[src/sv/bsm_pkg.sv]
// Package for the pipelined radix-2 Booth multiplier.
// Holds the Booth recoding codes and the fixed field widths.
// No dependencies.
package bsm_pkg;

    // Fixed widths of the operand fields and the product field
    localparam int FIELD_WIDTH   = 16;
    localparam int PRODUCT_WIDTH = 32;

    // Booth recoding of {multiplier low bit, previous bit}
    typedef enum logic [1:0] {
        BOOTH_HOLD_LO = 2'b00,
        BOOTH_ADD     = 2'b01,
        BOOTH_SUB     = 2'b10,
        BOOTH_HOLD_HI = 2'b11
    } booth_op_t;

endpackage

[src/sv/bsm_stage.sv]
// One Booth recoding step of the multiplier pipeline, with its own
// valid bit and stage register. Depends on bsm_pkg.
module bsm_stage #(
    parameter int OPERAND_WIDTH = 16
) (
    input  logic                     clk,
    input  logic                     rst_n,
    input  logic                     up_valid,
    output logic                     up_stall,
    input  logic [OPERAND_WIDTH:0]   up_acc,
    input  logic [OPERAND_WIDTH-1:0] up_mq,
    input  logic [OPERAND_WIDTH:0]   up_md,
    input  logic                     up_prev,
    output logic                     dn_valid,
    input  logic                     dn_stall,
    output logic [OPERAND_WIDTH:0]   dn_acc,
    output logic [OPERAND_WIDTH-1:0] dn_mq,
    output logic [OPERAND_WIDTH:0]   dn_md,
    output logic                     dn_prev
);
    import bsm_pkg::*;

    logic                     valid_reg;
    logic [OPERAND_WIDTH:0]   acc_reg;
    logic [OPERAND_WIDTH:0]   acc_next;
    logic [OPERAND_WIDTH-1:0] mq_reg;
    logic [OPERAND_WIDTH-1:0] mq_next;
    logic [OPERAND_WIDTH:0]   md_reg;
    logic                     prev_reg;
    logic [OPERAND_WIDTH:0]   sum;
    booth_op_t                op;
    logic                     load;

    // Hold while a valid item sits here and the next stage stalls
    assign up_stall = valid_reg && dn_stall;
    assign load     = !up_stall;

    // Add or subtract the multiplicand as the recoded bit pair asks
    always_comb
    begin
        op = booth_op_t'({up_mq[0], up_prev});
        case (op)
            BOOTH_ADD: sum = up_acc + up_md;
            BOOTH_SUB: sum = up_acc - up_md;
            default:   sum = up_acc;
        endcase
    end

    // Shift {acc, mq, prev} right arithmetically by one
    assign acc_next = {sum[OPERAND_WIDTH], sum[OPERAND_WIDTH:1]};
    assign mq_next  = {sum[0], up_mq[OPERAND_WIDTH-1:1]};

    // Advance the valid bit
    always_ff @(posedge clk or negedge rst_n)
    begin
        if (!rst_n)
            valid_reg <= 1'b0;
        else if (load)
            valid_reg <= up_valid;
    end

    // Advance the payload
    always_ff @(posedge clk)
    begin
        if (load && up_valid)
        begin
            acc_reg  <= acc_next;
            mq_reg   <= mq_next;
            md_reg   <= up_md;
            prev_reg <= up_mq[0];
        end
    end

    assign dn_valid = valid_reg;
    assign dn_acc   = acc_reg;
    assign dn_mq    = mq_reg;
    assign dn_md    = md_reg;
    assign dn_prev  = prev_reg;

endmodule

[src/sv/booth_signed_multiplier.sv]
// Signed radix-2 Booth multiplier, one pipeline stage per Booth step.
// An item (multiplicand, multiplier) may enter every clock cycle while nothing
// stalls; its product passes one stage per Booth step, each holding a single
// add/subtract of OPERAND_WIDTH+1 bits. A stall
// on the output holds only the stages that are occupied: empty stages fill,
// so the pipeline keeps taking items until every stage holds one.
// Top level; depends on bsm_pkg and bsm_stage.
module booth_signed_multiplier #(
    parameter int OPERAND_WIDTH = 16
) (
    input  logic                                 clk,
    input  logic                                 rst_n,
    input  logic                                 in_valid,
    output logic                                 in_stall,
    input  logic signed [bsm_pkg::FIELD_WIDTH-1:0] multiplicand_value,
    input  logic signed [bsm_pkg::FIELD_WIDTH-1:0] multiplier_value,
    output logic                                 out_valid,
    input  logic                                 out_stall,
    output logic signed [bsm_pkg::PRODUCT_WIDTH-1:0] product_value
);
    import bsm_pkg::*;

    localparam int EXT_WIDTH  = (OPERAND_WIDTH > FIELD_WIDTH) ? OPERAND_WIDTH : FIELD_WIDTH;
    localparam int CAT_WIDTH  = 2 * OPERAND_WIDTH + 1;
    localparam int PEXT_WIDTH = (CAT_WIDTH > PRODUCT_WIDTH) ? CAT_WIDTH : PRODUCT_WIDTH;

    logic [EXT_WIDTH-1:0]     md_ext;
    logic [EXT_WIDTH-1:0]     mq_ext;
    logic [OPERAND_WIDTH-1:0] md_op;

    logic                     v   [OPERAND_WIDTH+1];
    logic                     st  [OPERAND_WIDTH+1];
    logic [OPERAND_WIDTH:0]   acc [OPERAND_WIDTH+1];
    logic [OPERAND_WIDTH-1:0] mq  [OPERAND_WIDTH+1];
    logic [OPERAND_WIDTH:0]   md  [OPERAND_WIDTH+1];
    logic                     pv  [OPERAND_WIDTH+1];

    logic signed [CAT_WIDTH-1:0]  prod_cat;
    logic signed [PEXT_WIDTH-1:0] prod_ext;

    // Sign-extend the fields and keep the operand width
    assign md_ext = EXT_WIDTH'(multiplicand_value);
    assign mq_ext = EXT_WIDTH'(multiplier_value);
    assign md_op  = md_ext[OPERAND_WIDTH-1:0];

    // Feed the first step with a cleared accumulator and guarded multiplicand
    assign v[0]   = in_valid;
    assign in_stall = st[0];
    assign acc[0] = '0;
    assign mq[0]  = mq_ext[OPERAND_WIDTH-1:0];
    assign md[0]  = {md_op[OPERAND_WIDTH-1], md_op};
    assign pv[0]  = 1'b0;

    // One stage per Booth step
    for (genvar i = 0; i < OPERAND_WIDTH; i++)
    begin : g_step
        bsm_stage #(
            .OPERAND_WIDTH (OPERAND_WIDTH)
        ) u_stage (
            .clk      (clk),
            .rst_n    (rst_n),
            .up_valid (v[i]),
            .up_stall (st[i]),
            .up_acc   (acc[i]),
            .up_mq    (mq[i]),
            .up_md    (md[i]),
            .up_prev  (pv[i]),
            .dn_valid (v[i+1]),
            .dn_stall (st[i+1]),
            .dn_acc   (acc[i+1]),
            .dn_mq    (mq[i+1]),
            .dn_md    (md[i+1]),
            .dn_prev  (pv[i+1])
        );
    end

    // Join the halves and fit the result to the product field width
    assign st[OPERAND_WIDTH] = out_stall;
    assign out_valid         = v[OPERAND_WIDTH];
    assign prod_cat          = {acc[OPERAND_WIDTH], mq[OPERAND_WIDTH]};
    assign prod_ext          = PEXT_WIDTH'(prod_cat);
    assign product_value     = prod_ext[PRODUCT_WIDTH-1:0];

endmodule

[config.mk]
export PLATFORM = sky130hd
export DESIGN_NAME = booth_signed_multiplier
export DESIGN_NICKNAME = d
export VERILOG_FILES = /design/src/sv/bsm_pkg.sv /design/src/sv/bsm_stage.sv /design/src/sv/booth_signed_multiplier.sv
export SDC_FILE = /design/constraint.sdc
export NUM_CORES = 1
export LEC_CHECK = 0
export BUFFER_PORTS_ARGS = -buffer_cell sky130_fd_sc_hd__buf_2
export CAP_MARGIN = 0
export CORE_UTILIZATION = 60
export DETAILED_ROUTE_END_ITERATION = 10
export GPL_ROUTABILITY_DRIVEN = 0
export PLACE_DENSITY = 0.77
export SKIP_LAST_GASP = 1
export SLEW_MARGIN = 5
export SYNTH_ARGS = -nofsm -noshare
export SYNTH_HDL_FRONTEND = slang
export SYNTH_SLANG_ARGS = --single-unit
[constraint.sdc]
create_clock -name clk -period 5.5 [get_ports clk]
set_clock_uncertainty 0.1 [all_clocks]
set_input_delay 0.275 -clock clk [delete_from_list [all_inputs] [get_ports clk]]
set_output_delay 0.275 -clock clk [all_outputs]
set_load 0.1 [all_outputs]
======== Word-level counts from Yosys, hierarchy flattened ========
Cells that the tools add are included.
storage, ports and cells
  register bits ........................... 783
  logic and storage cells ................. 205
  output and inout bits ................... 34
  bits of input ports ..................... 36
operators by class
  add/sub/neg operators ................... 31
  equality and inequality tests ........... 30
  multiplexer cells ....................... 16
  reductions and logical operators ........ 48
operators with widths
  kind                                               count
  one-hot mux 17 bit (2 select lines)                15
  adder 16 x 16 -> 17 bit                            15
  subtractor 16 x 16 -> 17 bit                       15
  logical AND 1 bit                                  32
  == test 2 x 1 -> 1 bit, second input constant      15
  == test 2 bit, second input constant               15
  2-to-1 mux 17 bit                                  1
  subtractor 1 x 16 -> 17 bit, first input constant  1
  logical NOT 1 bit                                  16

======== Depth between registers and ports, before layout ========
  depth after elaboration ................. 18
  depth in mapped cells ................... 15
  depth with buffers taken out ............ 15

======== Modules after synthesis ========
Synthesis repeated with hierarchy kept, for this count alone.
unflattened totals
  cells, all modules ...................... 4,259
  area total of the unflattened synthesis .. 47,199.0 um^2
modules (own cells, without submodules)
  module                              times used  sequential area each (um^2)  area an instance (um^2)  cells each
  bsm_stage (g_step[10].u_stage ...)  11          1,526.5                      2,955.3                  268
  bsm_stage (g_step[7].u_stage ...)   3           1,526.5                      2,920.3                  260
  bsm_stage (g_step[0].u_stage ...)   2           1,526.5                      2,962.8                  265
  booth_signed_multiplier             1           0.0                          3.8                      1

======== Worst setup path before layout ========
No wires, ideal clock.
  path type ............................... register to register
  from .................................... register g_step[15].u_stage.valid_reg
  to ...................................... register g_step[3].u_stage.acc_reg[0], enable pin
  required time ........................... 4,938 ps
  data arrival time ....................... 3,931 ps
  library setup time ...................... 462 ps
  buffers on the path ..................... 0
  stages on the path, launching flop included .. 6
  slack ................................... 1,007 ps
  cell sequence ........................... dfrtp_1 -> and4_1 -> and3_1 -> and3_1 -> and4_1 -> nor2b_1
between the ends
  word-level cells in the longest chain between the ends .. 15
RTL lines
  item                             RTL line         source
  start: declaration               bsm_stage.sv:23  logic valid_reg;
  start signal: assignment         bsm_stage.sv:59  valid_reg <= up_valid;
  logical AND 1 bit (13 in a row)  bsm_stage.sv:35  assign up_stall = valid_reg && dn_stall;
  logical NOT 1 bit                bsm_stage.sv:36  assign load = !up_stall;
  logical AND 1 bit                bsm_stage.sv:65  if (load && up_valid)
  end signal: assignment           bsm_stage.sv:67  acc_reg <= acc_next;
  end: declaration                 bsm_stage.sv:24  logic [OPERAND_WIDTH:0] acc_reg;
No other way between the ends.
A chain may end at the register's enable or synchronous reset.

======== Worst setup path after layout ========
  from .................................... register g_step[11].u_stage.md_reg[5]
  to ...................................... register g_step[12].u_stage.dn_acc[15] (netlist name)
between the ends
  word-level cells in the longest chain between the ends .. 2
  elaborated cells between the ends (all ways) .. 3
  classes of those cells .................. 2 x add/sub; 1 x mux
RTL lines
  item                                                                     RTL line                          source
  start: declaration                                                       bsm_stage.sv:28                   logic [OPERAND_WIDTH:0] md_reg;
  start signal: assignment                                                 bsm_stage.sv:69                   md_reg <= up_md;
  subtractor 16 x 16 -> 17 bit or adder 16 x 16 -> 17 bit (tied branches)  bsm_stage.sv:44, bsm_stage.sv:43
  one-hot mux 17 bit (2 select lines) *                                    bsm_stage.sv:42                   case (op)
  named net g_step[12].u_stage.sum[16]                                     bsm_stage.sv:30                   logic [OPERAND_WIDTH:0] sum;
Mark *: on every way through the listed nets, which the timed path passes. The rest lies on a longest branch.

==> metrics <==
port bufs 69; vias per inst 5.97; Clk pwr share 0.241; Worst-Margin Slew 1.15 ns; via count 29,400; sequential element share of the synthesized area 0.536; Worst Path Max Fanout 5; Max IR drop VDD 888 µV; Worst Hold Class primary input to register; die span in x 272 µm; startpoint types register; Syn Area/Cell 11.5 µm²; post-CTS setup buffer count 0; cell count after synthesis 3,787; DP Wirelength 62.9 mm; worst path cell trace or4_4 -> nor4_1 -> and2_1 -> nor2_1 -> xnor2_1 -> ha_1 -> o21ai_1 -> a21boi_1 -> or3_1 -> o21ai_0 -> a21oi_1 -> nor4b_1 -> nor4_2; Post-synth top flop edfxtp_1; largest buffer count on any clock path 3; Synthesis Warnings 0; vias in the first global route 28,600; Final Hold Viols 0; Die H 272 µm; Residual DRC 0; Final Critical Period 4.25 ns; Overflow after GRT 0; combinational share of power 0.384; DRT antenna net count 0; Int Power 15.4 mW; Sw Share 0.361; initial antenna violation count 2; GR Util All Layers 0.236; hold depth 2; syn nets 4,109; critical path class register to register; number of cells on the critical path 13; H-Tree Depth 3; synthesis-stage register bit count 783; Slowest-stage cell, CP or4_4; later-pin clock latency in the skew report 0.64 ns; Worst R2R Path Depth 13; EDFF count, synth 767; Async SR Flop Fraction 0.0204; setup TNS 0 ns; CTS resizes 0; layout cells sized above 1 0.0848; first-pass iteration count of the detailed router 7; sequential power share 0.375; DRT Wirelength 87.1 mm; Synth Cell Area 43,700 µm²; Layout area overhead 10.4%; commonest non-fill, non-tap cell in the layout edfxtp_1; Clock Sink Count 783; initial DRC count 2,088; clock root cell clkbuf_16; critical path's largest stage delay 0.60 ns; Starting Density 0.609; Hold WS 0.250 ns; Cell Rows 98; number of library cell types mapped by synthesis 64; worst path bufs/invs 0; CTS tree built; IO Count 70; Pwr Density 500 nW/µm²; Max-Slew Margin vs Limit 0.231; WL/cell 17.7 µm; CP Capture Type register; status finished, final reports clean; largest delay contributor family on the critical path simple AND/OR/NAND/NOR gates; max_cap viols 0; global-route wire length before repair 143 mm; Psw 8.72 mW; filler instances 5,253; Pwr Total 24.1 mW; Period Utilization, post-route 0.773; Final Max Tran Viols 0; Req. time, crit path 5.77 ns; Nets 4,230; CP Data Arrival Time 4.52 ns; unrepaired setup endpoints after global routing no; cts bufs inserted 84; Finish-stage setup viols 0; Core Region 71,900 µm²; Die ar. 74,000 µm²; placed insts 4,736; LEAKAGE 17.9 nW; fmax 0.235 GHz; pin count of the biggest net entering global routing 50; most frequent cells in the layout 767 x edfxtp_1, 337 x xnor2_1, 290 x a21oi_1; # hold bufs at CTS 36; clock-pin slew on the worst setup and hold paths 0.06 ns; Layout Cells excl Fill 4,926
==> worst reg2reg max path, stage by stage, from the launching register on <==
cell      delay, ns
edfxtp_1       0.48
or4_4          0.60
nor4_1         0.41
and2_1         0.27
nor2_1         0.07
xnor2_1        0.15
ha_1           0.34
o21ai_1        0.12
a21boi_1       0.24
or3_1          0.13
o21ai_0        0.07
a21oi_1        0.39
nor4b_1        0.52
nor4_2         0.11
==> final timing paths <==
kind                            slack [ns]                         from                             to
worst max-delay path                  1.25  g_step[11].u_stage.dn_md[5]  g_step[12].u_stage.dn_acc[15]
worst min-delay path                  0.25          multiplier_value[1]     g_step[0].u_stage.dn_mq[0]
worst max register to register        1.25  g_step[11].u_stage.dn_md[5]  g_step[12].u_stage.dn_acc[15]
worst min register to register        0.31  g_step[7].u_stage.dn_mq[11]    g_step[8].u_stage.dn_mq[10]
max in group asynchronous             4.20                        rst_n     g_step[6].u_stage.dn_valid
min in group asynchronous             0.64                        rst_n     g_step[0].u_stage.dn_valid
==> flip-flops by register name, indices dropped and copies added, names as in the netlist <==
name / cells
g_step.u_stage.dn_acc: 256
g_step.u_stage.dn_mq: 256
g_step.u_stage.dn_md: 240
g_step.u_stage.dn_valid: 16
g_step.u_stage.dn_prev: 15
==> routing by layer <==
metal | vias to the layer above | global-route usage | share of wire | wire length (µm)
met5 | - | 0 | 0.00015 | 13
met4 | 2 | 0.0835 | 0.030 | 2620
met3 | 194 | 0.0367 | 0.047 | 4060
met2 | 706 | 0.411 | 0.50 | 43300
met1 | 14100 | 0.300 | 0.43 | 37100
li1 | 14400 | - | - | -
==> cells in the mapped netlist, drive strengths merged (15+ instances only) <==
cell type	n	area, µm²
mux2	32	360
nor2	252	946
edfxtp	767	23000
or4	35	297
o21a	65	488
a21o	54	405
a21oi	290	1450
clkbuf	77	289
nor3	108	541
nor4	74	526
inv	135	507
xor2	77	674
buf	16	120
nand2b	52	325
nor4b	15	131
xnor2	337	2950
mux2i	39	390
dfrtp	16	400
nor2b	45	282
a211oi	18	135
nand2	295	1130
a31oi	45	282
o21ai	283	1520
nand4	15	93.8
nand3	51	255
fa	15	300
and3	33	206
and2	33	206
ha	271	3390
nor3b	54	537
o31ai	24	180
==> power groups by stage <==
stage	registers, mW	logic (mW)	clock network (mW)
floorplan	9.04	7.31	0
global placement	9.15	8.82	0
detailed placement	9.17	9.09	0
CTS	9.06	9.21	5.90
global route	9.17	10.3	6.12
finish	9.05	9.27	5.81
==> cell type report <==
cell class	instances	area, µm²	area share
flip-flops and latches	783	23400	0.485
multi-input cells	2776	19400	0.403
clock buffers	101	2210	0.0457
well taps	950	1190	0.0246
repair buffers	128	878	0.0182
clock inverters	52	619	0.0128
inverters	135	507	0.0105
diodes	1	2.50	0.0000518
==> stage by stage <==
step / setup WS, ns / utilization / area, µm²
2_1_floorplan: 1.01 / - / 43700
3_3_place_gp: 1.58 / 0.628 / 45100
3_5_place_dp: 1.40 / 0.628 / 45100
4_1_cts: 1.31 / 0.672 / 48300
5_1_grt: 0.966 / 0.672 / 48300
6_report: 1.25 / 0.672 / 48300
==> cells by family (layout without fill, tap and decap cells) <==
logic type,after synthesis,in the layout,share of synthesized area
multiplexers,71,71,0.0172
XOR/XNOR,414,414,0.0829
adder cells (fa/ha/maj),286,286,0.0844
AO/OA/AOI/OAI,904,904,0.127
buffers and inverters,228,416,0.0209
other,0,1,0
AND/OR/NAND/NOR,1101,1101,0.132
flip-flops,783,783,0.536
(Power assumes the default switching activity.)
